`config.mk`:
```
export PLATFORM = sky130hd
export DESIGN_NAME = scancode_to_key_matrix_unit
export DESIGN_NICKNAME = d
export VERILOG_FILES = /design/src/design/scmk_pkg.sv /design/src/design/scmk_front.sv /design/src/design/scmk_queue.sv /design/src/design/scmk_back.sv /design/src/design/scancode_to_key_matrix_unit.sv
export SDC_FILE = /design/constraint.sdc
export NUM_CORES = 1
export LEC_CHECK = 0
export ABC_AREA = 1
export BUFFER_PORTS_ARGS = -buffer_cell sky130_fd_sc_hd__buf_2
export CAP_MARGIN = 20
export CORE_ASPECT_RATIO = 2
export CORE_MARGIN = 1
export CORE_UTILIZATION = 55
export DETAILED_ROUTE_END_ITERATION = 10
export GPL_ROUTABILITY_DRIVEN = 0
export HOLD_SLACK_MARGIN = 0.08
export PLACE_DENSITY = 0.79
export SLEW_MARGIN = 15
export SYNTH_ARGS = -nofsm -noshare
export SYNTH_HDL_FRONTEND = slang
export SYNTH_HIERARCHICAL = 1
export SYNTH_SLANG_ARGS = --single-unit
```
`constraint.sdc`:
```
create_clock -name clk -period 13.6 [get_ports clk]
set_input_delay 1.36 -clock clk [delete_from_list [all_inputs] [get_ports clk]]
set_output_delay 1.36 -clock clk [all_outputs]
set_load 0.02 [all_outputs]
```
`src/design/scmk_pkg.sv`:
```
// ----------------------------------------------------------------------------
// scmk_pkg
// shared types, constants and the scancode position table
// ----------------------------------------------------------------------------
package scmk_pkg;

	// pressed list
	localparam int LIST_DEPTH = 16;
	localparam int IDX_W      = (LIST_DEPTH > 1) ? $clog2(LIST_DEPTH) : 1;
	localparam int CNT_W      = $clog2(LIST_DEPTH + 1);

	// command queue between front and back
	localparam int Q_DEPTH = 4;
	localparam int QPTR_W  = $clog2(Q_DEPTH);
	localparam int QCNT_W  = $clog2(Q_DEPTH + 1);

	localparam logic [7:0] BREAK_PREFIX = 8'hF0;
	localparam logic [7:0] NO_BYTE      = 8'h00;
	localparam logic [7:0] COL_ONES     = 8'hFF;

	typedef enum logic [1:0] {
		CMD_QUERY   = 2'd0,
		CMD_PRESS   = 2'd1,
		CMD_RELEASE = 2'd2
	} cmd_op_t;

	typedef struct packed {
		cmd_op_t    op;
		logic [7:0] code;   // scancode, or column mask for a query
		logic [2:0] col;
		logic [2:0] row;
	} cmd_t;

	typedef struct packed {
		logic       hit;
		logic [2:0] col;
		logic [2:0] row;
	} key_pos_t;

	function automatic key_pos_t key_lookup(input logic [7:0] code);
		key_pos_t p;
		p.hit = 1'b1;
		p.col = 3'd0;
		p.row = 3'd0;
		unique case (code)
			8'h16: begin p.col = 3'd7; p.row = 3'd0; end
			8'h1E: begin p.col = 3'd7; p.row = 3'd3; end
			8'h26: begin p.col = 3'd1; p.row = 3'd0; end
			8'h25: begin p.col = 3'd1; p.row = 3'd3; end
			8'h2E: begin p.col = 3'd2; p.row = 3'd0; end
			8'h36: begin p.col = 3'd2; p.row = 3'd3; end
			8'h3D: begin p.col = 3'd3; p.row = 3'd0; end
			8'h3E: begin p.col = 3'd3; p.row = 3'd3; end
			8'h46: begin p.col = 3'd4; p.row = 3'd0; end
			8'h45: begin p.col = 3'd4; p.row = 3'd3; end
			8'h15: begin p.col = 3'd7; p.row = 3'd6; end
			8'h1D: begin p.col = 3'd1; p.row = 3'd1; end
			8'h24: begin p.col = 3'd1; p.row = 3'd6; end
			8'h2D: begin p.col = 3'd2; p.row = 3'd1; end
			8'h2C: begin p.col = 3'd2; p.row = 3'd6; end
			8'h35: begin p.col = 3'd3; p.row = 3'd1; end
			8'h3C: begin p.col = 3'd3; p.row = 3'd6; end
			8'h43: begin p.col = 3'd4; p.row = 3'd1; end
			8'h44: begin p.col = 3'd4; p.row = 3'd6; end
			8'h4D: begin p.col = 3'd5; p.row = 3'd1; end
			8'h1C: begin p.col = 3'd1; p.row = 3'd2; end
			8'h1B: begin p.col = 3'd1; p.row = 3'd5; end
			8'h23: begin p.col = 3'd2; p.row = 3'd2; end
			8'h2B: begin p.col = 3'd2; p.row = 3'd5; end
			8'h34: begin p.col = 3'd3; p.row = 3'd2; end
			8'h33: begin p.col = 3'd3; p.row = 3'd5; end
			8'h3B: begin p.col = 3'd4; p.row = 3'd2; end
			8'h42: begin p.col = 3'd4; p.row = 3'd5; end
			8'h4B: begin p.col = 3'd5; p.row = 3'd2; end
			8'h1A: begin p.col = 3'd1; p.row = 3'd4; end
			8'h22: begin p.col = 3'd2; p.row = 3'd7; end
			8'h21: begin p.col = 3'd2; p.row = 3'd4; end
			8'h2A: begin p.col = 3'd3; p.row = 3'd7; end
			8'h32: begin p.col = 3'd3; p.row = 3'd4; end
			8'h31: begin p.col = 3'd4; p.row = 3'd7; end
			8'h3A: begin p.col = 3'd4; p.row = 3'd4; end
			8'h29: begin p.col = 3'd7; p.row = 3'd4; end
			8'h41: begin p.col = 3'd5; p.row = 3'd7; end
			8'h49: begin p.col = 3'd5; p.row = 3'd4; end
			8'h4C: begin p.col = 3'd6; p.row = 3'd2; end
			8'h4E: begin p.col = 3'd5; p.row = 3'd3; end
			8'h55: begin p.col = 3'd5; p.row = 3'd0; end
			8'h54: begin p.col = 3'd5; p.row = 3'd6; end
			8'h5B: begin p.col = 3'd6; p.row = 3'd1; end
			8'h5D: begin p.col = 3'd6; p.row = 3'd0; end
			8'h52: begin p.col = 3'd7; p.row = 3'd3; end
			8'h61: begin p.col = 3'd6; p.row = 3'd7; end
			8'h5A: begin p.col = 3'd0; p.row = 3'd1; end
			8'h66: begin p.col = 3'd0; p.row = 3'd0; end
			8'h76: begin p.col = 3'd7; p.row = 3'd7; end
			8'h12: begin p.col = 3'd1; p.row = 3'd7; end
			8'h59: begin p.col = 3'd6; p.row = 3'd4; end
			8'h05: begin p.col = 3'd0; p.row = 3'd4; end
			8'h06: begin p.col = 3'd0; p.row = 3'd4; end
			8'h04: begin p.col = 3'd0; p.row = 3'd5; end
			8'h0C: begin p.col = 3'd0; p.row = 3'd5; end
			8'h03: begin p.col = 3'd0; p.row = 3'd6; end
			8'h0B: begin p.col = 3'd0; p.row = 3'd6; end
			8'h83: begin p.col = 3'd0; p.row = 3'd3; end
			8'h0A: begin p.col = 3'd0; p.row = 3'd3; end
			8'h75: begin p.col = 3'd0; p.row = 3'd7; end
			8'h72: begin p.col = 3'd0; p.row = 3'd7; end
			8'h6B: begin p.col = 3'd0; p.row = 3'd2; end
			8'h74: begin p.col = 3'd0; p.row = 3'd2; end
			default: p.hit = 1'b0;
		endcase
		return p;
	endfunction

endpackage

```
`src/design/scmk_front.sv`:
```
// ----------------------------------------------------------------------------
// scmk_front
// takes requests, tracks the break prefix and turns bytes into commands
// ----------------------------------------------------------------------------
module scmk_front import scmk_pkg::*; (
	input  logic       clk,
	input  logic       arst_n,
	input  logic       enable_we,
	input  logic       enable_wdata,
	input  logic       in_valid,
	output logic       in_stall,
	input  logic       func,
	input  logic [7:0] data_byte,
	input  logic       q_full,
	output logic       push,
	output cmd_t       push_cmd
);

	logic     enable_q;
	logic     release_pending_q;
	logic     accept;
	logic     is_scan;
	key_pos_t pos;

	assign in_stall = q_full;
	assign accept   = in_valid & ~q_full;
	assign pos      = key_lookup(data_byte);
	// a scancode that is acted on at all
	assign is_scan  = ~func & enable_q & (data_byte != NO_BYTE);

	always_comb begin
		push_cmd.op   = CMD_QUERY;
		push_cmd.code = data_byte;
		push_cmd.col  = pos.col;
		push_cmd.row  = pos.row;
		push          = 1'b0;
		if (func) begin
			push = accept;
		end else if (is_scan && data_byte != BREAK_PREFIX && pos.hit) begin
			// unmapped codes never reach the list, so drop them here
			push_cmd.op = release_pending_q ? CMD_RELEASE : CMD_PRESS;
			push        = accept;
		end
	end

	always_ff @(posedge clk or negedge arst_n) begin
		if (!arst_n) begin
			enable_q          <= 1'b1;
			release_pending_q <= 1'b0;
		end else begin
			if (enable_we) begin
				enable_q <= enable_wdata;
			end
			if (accept && is_scan) begin
				release_pending_q <= (data_byte == BREAK_PREFIX);
			end
		end
	end

endmodule

```
`src/design/scmk_queue.sv`:
```
// ----------------------------------------------------------------------------
// scmk_queue
// small command fifo between front and back
// ----------------------------------------------------------------------------
module scmk_queue import scmk_pkg::*; (
	input  logic clk,
	input  logic arst_n,
	input  logic push,
	input  cmd_t push_cmd,
	output logic full,
	input  logic pop,
	output logic head_valid,
	output cmd_t head_cmd
);

	cmd_t              slot_q [Q_DEPTH];
	logic [QPTR_W-1:0] wr_ptr_q;
	logic [QPTR_W-1:0] rd_ptr_q;
	logic [QCNT_W-1:0] cnt_q;

	assign full       = (cnt_q == QCNT_W'(Q_DEPTH));
	assign head_valid = (cnt_q != '0);
	assign head_cmd   = slot_q[rd_ptr_q];

	always_ff @(posedge clk) begin
		if (push) begin
			slot_q[wr_ptr_q] <= push_cmd;
		end
	end

	always_ff @(posedge clk or negedge arst_n) begin
		if (!arst_n) begin
			wr_ptr_q <= '0;
			rd_ptr_q <= '0;
			cnt_q    <= '0;
		end else begin
			if (push) begin
				wr_ptr_q <= wr_ptr_q + 1'b1;
			end
			if (pop) begin
				rd_ptr_q <= rd_ptr_q + 1'b1;
			end
			unique case ({push, pop})
				2'b10:   cnt_q <= cnt_q + 1'b1;
				2'b01:   cnt_q <= cnt_q - 1'b1;
				default: cnt_q <= cnt_q;
			endcase
		end
	end

endmodule

```
`src/design/scmk_back.sv`:
```
// ----------------------------------------------------------------------------
// scmk_back
// held list, key matrix, rebuild sequencer and scan result register
// ----------------------------------------------------------------------------
module scmk_back import scmk_pkg::*; (
	input  logic       clk,
	input  logic       arst_n,
	input  logic       head_valid,
	input  cmd_t       head_cmd,
	output logic       pop,
	output logic       out_valid,
	input  logic       out_stall,
	output logic [7:0] row_data
);

	typedef struct packed {
		logic [7:0] code;
		logic [2:0] col;
		logic [2:0] row;
	} held_t;

	typedef enum logic [1:0] {
		ST_IDLE    = 2'b01,
		ST_REBUILD = 2'b10
	} back_state_t;

	held_t             held_q [LIST_DEPTH];
	logic [CNT_W-1:0]  held_count_q;
	logic [7:0]        matrix_q [8];
	back_state_t       state_q;
	logic [CNT_W-1:0]  rb_idx_q;
	logic              out_valid_q;
	logic [7:0]        row_data_q;

	logic [LIST_DEPTH-1:0] match;
	logic                  found;
	logic [IDX_W-1:0]      found_idx;
	logic                  can_out;
	logic                  do_query;
	logic                  do_press;
	logic                  do_release;
	logic [7:0]            scan_acc;
	held_t                 rb_entry;

	assign can_out = ~out_valid_q | ~out_stall;
	assign pop     = head_valid && (state_q == ST_IDLE)
		&& ((head_cmd.op != CMD_QUERY) || can_out);

	assign do_query   = pop && (head_cmd.op == CMD_QUERY);
	assign do_press   = pop && (head_cmd.op == CMD_PRESS);
	assign do_release = pop && (head_cmd.op == CMD_RELEASE);

	// parallel search, a code is held at most once
	always_comb begin
		found_idx = '0;
		for (int j = 0; j < LIST_DEPTH; j++) begin
			match[j] = (CNT_W'(j) < held_count_q) && (held_q[j].code == head_cmd.code);
			if (match[j]) begin
				found_idx = found_idx | IDX_W'(j);
			end
		end
		found = |match;
	end

	always_comb begin
		scan_acc = COL_ONES;
		for (int c = 0; c < 8; c++) begin
			if (head_cmd.code[c]) begin
				scan_acc = scan_acc & matrix_q[c];
			end
		end
	end

	assign rb_entry = held_q[rb_idx_q[IDX_W-1:0]];

	// list storage, no reset
	always_ff @(posedge clk) begin
		if (do_press && !found && held_count_q < CNT_W'(LIST_DEPTH)) begin
			for (int j = 0; j < LIST_DEPTH; j++) begin
				if (CNT_W'(j) == held_count_q) begin
					held_q[j] <= '{code: head_cmd.code, col: head_cmd.col,
						row: head_cmd.row};
				end
			end
		end else if (do_release && found) begin
			// close the gap, keeping the order
			for (int j = 0; j < LIST_DEPTH - 1; j++) begin
				if (IDX_W'(j) >= found_idx) begin
					held_q[j] <= held_q[j+1];
				end
			end
		end
	end

	always_ff @(posedge clk) begin
		if (do_query) begin
			row_data_q <= scan_acc;
		end
	end

	always_ff @(posedge clk or negedge arst_n) begin
		if (!arst_n) begin
			held_count_q <= '0;
			state_q      <= ST_IDLE;
			rb_idx_q     <= '0;
			out_valid_q  <= 1'b0;
			for (int c = 0; c < 8; c++) begin
				matrix_q[c] <= COL_ONES;
			end
		end else begin
			if (do_query) begin
				out_valid_q <= 1'b1;
			end else if (!out_stall) begin
				out_valid_q <= 1'b0;
			end
			unique case (state_q)
				ST_IDLE: begin
					if (do_press && !found) begin
						if (held_count_q < CNT_W'(LIST_DEPTH)) begin
							held_count_q <= held_count_q + 1'b1;
						end
						matrix_q[head_cmd.col][head_cmd.row] <= 1'b0;
					end else if (do_release && found) begin
						held_count_q <= held_count_q - 1'b1;
						rb_idx_q     <= '0;
						state_q      <= ST_REBUILD;
						for (int c = 0; c < 8; c++) begin
							matrix_q[c] <= COL_ONES;
						end
					end
				end
				ST_REBUILD: begin
					if (rb_idx_q < held_count_q) begin
						matrix_q[rb_entry.col][rb_entry.row] <= 1'b0;
						rb_idx_q <= rb_idx_q + 1'b1;
					end else begin
						state_q <= ST_IDLE;
					end
				end
				default: state_q <= ST_IDLE;
			endcase
		end
	end

	assign out_valid = out_valid_q;
	assign row_data  = row_data_q;

endmodule

```
`src/design/scancode_to_key_matrix_unit.sv`:
```
// ----------------------------------------------------------------------------
// scancode_to_key_matrix_unit
// ps/2 set-2 scancode bytes to an 8x8 active-low key matrix with scan queries
// ----------------------------------------------------------------------------
// a request with func low carries a scancode byte, with func high a column
// mask; only a scan query gives a result, row_data, the and of the selected
// columns (a clear bit is a pressed key, an empty mask gives all ones). the
// front takes one request a cycle while the four-entry command queue has
// room; bytes of zero, unmapped codes and scancodes while enable is low are
// dropped there, and the break prefix arms the next byte as a release. the
// back handles a press or a query when idle; a release of a held key
// resets the matrix and then walks the held list one entry a cycle, and
// takes no new command until the walk ends (the list holds at most 16
// entries). a query waits in the back until the result register is free.
// enable is written through enable_we / enable_wdata and resets to 1.
// ----------------------------------------------------------------------------
module scancode_to_key_matrix_unit import scmk_pkg::*; (
	input  logic       clk,
	input  logic       arst_n,
	// configuration
	input  logic       enable_we,
	input  logic       enable_wdata,
	// request channel
	input  logic       in_valid,
	output logic       in_stall,
	input  logic       func,
	input  logic [7:0] data_byte,
	// result channel
	output logic       out_valid,
	input  logic       out_stall,
	output logic [7:0] row_data
);

	// front to queue
	logic push;
	cmd_t push_cmd;
	logic q_full;

	// queue to back
	logic pop;
	logic head_valid;
	cmd_t head_cmd;

	// classification of bytes and the break prefix state
	scmk_front u_front (
		.clk          (clk),
		.arst_n       (arst_n),
		.enable_we    (enable_we),
		.enable_wdata (enable_wdata),
		.in_valid     (in_valid),
		.in_stall     (in_stall),
		.func         (func),
		.data_byte    (data_byte),
		.q_full       (q_full),
		.push         (push),
		.push_cmd     (push_cmd)
	);

	// decouples the front from a back that is busy rebuilding
	scmk_queue u_queue (
		.clk        (clk),
		.arst_n     (arst_n),
		.push       (push),
		.push_cmd   (push_cmd),
		.full       (q_full),
		.pop        (pop),
		.head_valid (head_valid),
		.head_cmd   (head_cmd)
	);

	// held list, matrix and result register
	scmk_back u_back (
		.clk        (clk),
		.arst_n     (arst_n),
		.head_valid (head_valid),
		.head_cmd   (head_cmd),
		.pop        (pop),
		.out_valid  (out_valid),
		.out_stall  (out_stall),
		.row_data   (row_data)
	);

endmodule
```
After elaboration in Yosys (flattened, before gate mapping)
Memories as Yosys holds them, arrays and structs flattened.
Index checks and enable logic that the tools add are counted.

word-level totals
  register bits after elaboration = 94
  bits in writable memories = 288
  input bits = 15
  logic and storage cells = 454
  memories = 2

operators by class
  add/subtract/negate cells = 7
  $lt $le $gt $ge = 41
  equality and inequality tests = 111
  multiplexer cells = 184
  bitwise operators = 36
  reduce and logical (&&, ||, !) cells = 55

memory list
  memory          words  width  read ports  clocked after memory_dff  wr ports  line              RTL
  u_back.held_q   16     14     17          0                         15        scmk_back.sv:27   held_t held_q [LIST_DEPTH];
  u_queue.slot_q  4      16     1           0                         1         scmk_queue.sv:16  cmd_t slot_q [Q_DEPTH];

operators with widths
  cell                  count
  $pmux W6 S56          1
  $mux W14              16
  $eq A8 B7 Y1 const B  25
  $mux W64              3
  $eq A8 B6 Y1 const B  23
  $and A64 B64 Y64      2
  $eq A8 B8 Y1          16
  $not A64 Y64          2
  $pmux W64 S2          1
  $mux W1               119
  $mux W8               10
  $eq A8 B5 Y1 const B  8
  $reduce_or A64 Y1     1
  $and A8 B8 Y8         7
  $demux W8 S3          2
  $eq A4 B5 Y1 const A  8
  $lt A4 B5 Y1 const A  8
  $mux W4               9
  $logic_and A1 B1 Y1   31
  $mux W5               6
  $ge A4 B4 Y1 const A  7
  $eq A8 B3 Y1 const B  3
  $eq A8 B4 Y1 const B  3
  $eq A3 B5 Y1 const A  4
  other kinds (50)      119

Depth between registers and ports, before layout
An unclocked memory read counts as a cell.

  depth in word-level cells = 25
  mapped depth = 28
  depth with buffers taken out = 24

Hierarchy
The synthesis kept the hierarchy.

modules (own cells, without submodules)
  module      times used  cells each  area each (um^2)  seq. area each (um^2)
  scmk_back   1           2,309       18,385.1          8,974.9
  scmk_queue  1           266         3,021.6           2,097.0
  scmk_front  1           261         1,211.2           51.3

Worst setup path after synthesis
No wires, ideal clock.

  path kind = reg2reg
  start point = register u_queue.rd_ptr_q[0]
  end point = memory u_back/held_q[3][0] (netlist name), enable pin
  library setup time = 0.404 ns
  arrival = 4.225 ns
  data required time = 13.196 ns
  setup slack = 8.970 ns
  cell stages (with the launch flop) = 25
  path buffers = 5
  cells stage by stage = dfrtp_1 buf_6 buf_6 o211ai_1 nand2_1 inv_2 buf_2 nand2_1 nand2_1 inv_1 nand2_1 nor2_1 nand3_1 nand2_1 nor2_1 nand2_1 nor2_4 nand4_1 nand2_1 nor2_1 nand2_2 nor2_2 buf_4 clkbuf_1 o21ai_0

RTL lines
  item                    line              RTL
  start, declared         scmk_queue.sv:18  logic [QPTR_W-1:0] rd_ptr_q;
  start signal, assigned  scmk_queue.sv:41  rd_ptr_q <= rd_ptr_q + 1'b1;
  end, declared           scmk_back.sv:27

==> results.sh <==
export IMPL_outcome="finished, final reports clean"
export IMPL_synth_seq_cells=382
export IMPL_fp_coreArea_mm2=0.0403
export IMPL_synth_top_family_by_area="simple AND/OR/NAND/NOR gates"
export IMPL_cts_htree_levels=2
export IMPL_io_buffer_count=24
export IMPL_synth_compound_area_share_pct=15.7
export IMPL_synth_commonest_cells="nand2_1 (730), nor2_1 (343), o21ai_0 (335)"
export IMPL_synth_warnings=6
export IMPL_grt_antenna_before_repair=0
export IMPL_final_cells=3340
export IMPL_p_per_area_mw_per_mm2=239
export IMPL_grt_max_degree=91
export IMPL_crit_fanout=84
export IMPL_grt_overflow=0
export IMPL_hold_path_class="register to register"
export IMPL_intPower_mw=3.04
export IMPL_p_clk_share_pct=17.7
export IMPL_via_count=21126
export IMPL_grt_pass1_vias=20676
export IMPL_startpoint_type="register"
export IMPL_n_fill_cell=3513
export IMPL_path_class="register to register"
export IMPL_fin_crit_ps=7460
export IMPL_crit_slowest_cell="nand2_1"
export IMPL_cts_hold_buf=0
export IMPL_diodes=0
export IMPL_synth_fa_ha_area_share_pct=1.03
export IMPL_synth_cells=2836
export IMPL_critPathMostFrequentCell="nand2_1"
export IMPL_crit_chain="buf_4, nor2_1, nor2_1, nand2_1, nand2_1, buf_4, inv_1, or2_2, nand3_1, nor2_1, nand2_1, nand2_1, nor2_1, nand2_1, nor2_4, nand4_1, nand2_1, nor2_1, nand2_2, buf_4, nor2_4, buf_4, nand3_1, nand2_1"
export IMPL_timing_setup_tns_ps=0
export IMPL_min_period_over_period_pct=54.9
export IMPL_fmax_ghz=0.134
export IMPL_synth_area_leader_cell="edfxtp_1"
export IMPL_cp_arrival_ps=7510
export IMPL_cts_root_buf="clkbuf_16"
export IMPL_power_frac_comb_pct=51.1
export IMPL_swShare_pct=47.3
export IMPL_routedWlPerCell_um=22.1
export IMPL_drt_iter0_markers=2700
export IMPL_setup_viol=0
export IMPL_yosysSeqAreaShare_pct=49.2
export IMPL_placedCellCount=3275
export IMPL_cts_tree="built"
export IMPL_critPathRequiredTime_ps=13650
export IMPL_synth_area_leaders="edfxtp_1 (39%), nand2_1 (12%), dfstp_2 (7.7%), o21ai_0 (7.4%), nor2_1 (5.7%)"
export IMPL_rows=104
export IMPL_start_util_pct=56.1
export IMPL_area_delta_synth_final_pct=6.90
export IMPL_utilization_pct=59.9
export IMPL_maxSlewHeadroom_pct=15.7
export IMPL_insertion_delay_ps=550
export IMPL_die_h_um=289
export IMPL_slew_viol_final=0
export IMPL_place_hpwl_mm=49.8
export IMPL_tightestPinTransition_ps=1260
export IMPL_rsz0062_at_grt="false"
export IMPL_maxCapViolCount=0
export IMPL_seqPwrFrac_pct=31.2
export IMPL_cts_resized=0
export IMPL_cp_top_family="simple AND/OR/NAND/NOR gates"
export IMPL_switchingPower_mw=2.73
export IMPL_ys_types=52
export IMPL_drt_pass1_iterations=7
export IMPL_io_pins=25
export IMPL_netlist_area_mm2=0.0226
export IMPL_final_hold_viol_count=0
export IMPL_critPathMaxStageDelay_ps=890
export IMPL_cts_sinks=382
export IMPL_track_usage_pct=35.3
export IMPL_clock_path_buffers=3
export IMPL_routed_wl_mm=73.9
export IMPL_drive_above_1_share_pct=8.15
export IMPL_grt_pass1_wl_mm=113
export IMPL_syn_avg_cell_area_um2=7.98
export IMPL_final_nets=2818
export IMPL_async_reset_ff_share_pct=22.5
export IMPL_cellLeakagePower_nw=10.3
export IMPL_die_area_mm2=0.0420
export IMPL_yosysMostFrequentCell="nand2_1"
export IMPL_layout_setup_ws_ps=6140
export IMPL_dp_slack_ps=6480
export IMPL_synthSimpleGateAreaFrac_pct=23.7
export IMPL_die_x_um=145
export IMPL_clkTransAtPathRegs_ps=70
export IMPL_synth_edf_count=296
export IMPL_cp_end_kind="register"
export IMPL_yosysTopAreaCellShare_pct=39.3
export IMPL_critPathBufInv=5
export IMPL_viasPerCell=6.33
export IMPL_synth_mux_area_share_pct=0
export IMPL_drc_errors=0
export IMPL_postCtsSetupRepairBufs=0
export IMPL_finalClockSkew_ps=20.7
export IMPL_synthFlopType="edfxtp_1"
export IMPL_synth_xor_xnor_area_share_pct=2.87
export IMPL_detail_route_antenna_nets=0
export IMPL_peakVddDrop_mv=0.164
export IMPL_cts_made_buffers=34
export IMPL_synth_net_count=2869
## path summary, 6_finish.rpt
check                               startpoint                  end  cells past startpoint  slack (ps)
setup / recovery           u_queue/rd_ptr_q[0]  u_back/held_q[8][6]                     24        6140
hold / removal             u_back/matrix_q[33]  u_back/matrix_q[33]                      2         480
min in group asynchronous               arst_n     u_queue/cnt_q[1]                      1         840
setup reg to reg           u_queue/rd_ptr_q[0]  u_back/held_q[8][6]                     24        6140
hold reg to reg            u_back/matrix_q[33]  u_back/matrix_q[33]                      2         480
max in group asynchronous               arst_n  u_queue/rd_ptr_q[0]                      2       11750
## registers in the layout, summed over array words and instances, names as in the netlist
register and cells:
u_front/enable_q 1, u_queue/cnt_q 3, u_queue/rd_ptr_q 2, u_back/rb_idx_q 5, u_back/held_q 224, u_front/release_pending_q 1, u_back/matrix_q 64, u_back/row_data 8
u_back/state_q 2, u_queue/wr_ptr_q 2, u_back/out_valid 1, u_queue/slot_q 64, u_back/held_count_q 5
## metal layers
metal  up-vias  wire [um]  global-route usage (%)
met4         0       7790                    30.8
met2      1557      36200                    62.9
met1      9642      22700                    35.3
met3       563       7200                    6.54
li1       9364          -                       -
met5         -          0                       0
## power groups by stage
stage	Combinational [mW]	Clock, mW	Sequential (mW)
final	2.95	1.02	1.80
after floorplan	2.00	0	1.78
after global routing	3.17	1.06	1.82
after CTS	2.83	1.02	1.79
after detailed placement	2.81	0	1.82
after global placement	2.72	0	1.80
## cells in the final DEF, fill, tap and decap left out, types with 7 or more instances in the layout
cell type	synthesis	final
a21boi_0	60	60
a21oi_1	173	173
buf_2	24	23
buf_4	28	37
clkbuf_1	84	9
clkbuf_16	0	35
clkinv_1	6	11
dfrtp_1	20	18
dfstp_2	66	66
edfxtp_1	296	296
ha_1	17	17
inv_1	229	229
inv_2	15	15
nand2_1	730	729
nand2_2	10	11
nand3_1	132	132
nand4_1	17	17
nor2_1	343	342
nor2_2	7	7
nor3_1	38	35
nor4_1	11	11
o211ai_1	27	27
o21ai_0	335	330
o21ai_1	2	7
o22ai_1	33	33
xnor2_1	61	61
xor2_1	13	13
## worst reg2reg max path, stage by stage, from the launching register on
cell and delay [ps]:
dfrtp_2 340, buf_4 480, nor2_1 130, nor2_1 100, nand2_1 50, nand2_1 60, buf_4 330, inv_1 520
or2_2 470, nand3_1 90, nor2_1 40, nand2_1 80, nand2_1 50, nor2_1 110, nand2_1 150, nor2_4 280
nand4_1 780, nand2_1 900, nor2_1 110, nand2_2 110, buf_4 570, nor2_4 90, buf_4 370, nand3_1 180
nand2_1 570
## final cells by class
type,count,area (um^2),area share [%]
Sequential cell,382,11100,46.0
Multi-Input combinational cell,2053,9870,40.8
Inverter,250,938,3.88
Clock buffer,46,937,3.88
Tap cell,530,663,2.74
Timing Repair Buffer,64,449,1.86
Clock inverter,15,198,0.818
## logic make-up after synthesis
family                   count (synthesis)
XOR/XNOR                                74
buffers and inverters                  401
flip-flops                             382
AND/OR/NAND/NOR                       1312
AO/OA/AOI/OAI                          649
adder cells (fa/ha/maj)                 18
## metrics by stage
stage          hold slack, ps  total power, mW  area [um^2]
2_1_floorplan             442             3.78        22600
3_3_place_gp              458             4.52        23000
3_5_place_dp              466             4.62        23000
4_1_cts                   476             5.64        24100
5_1_grt                   492             6.05        24200
6_report                  478             5.77        24200
No activity file was read; power rests on OpenSTA's default activity.
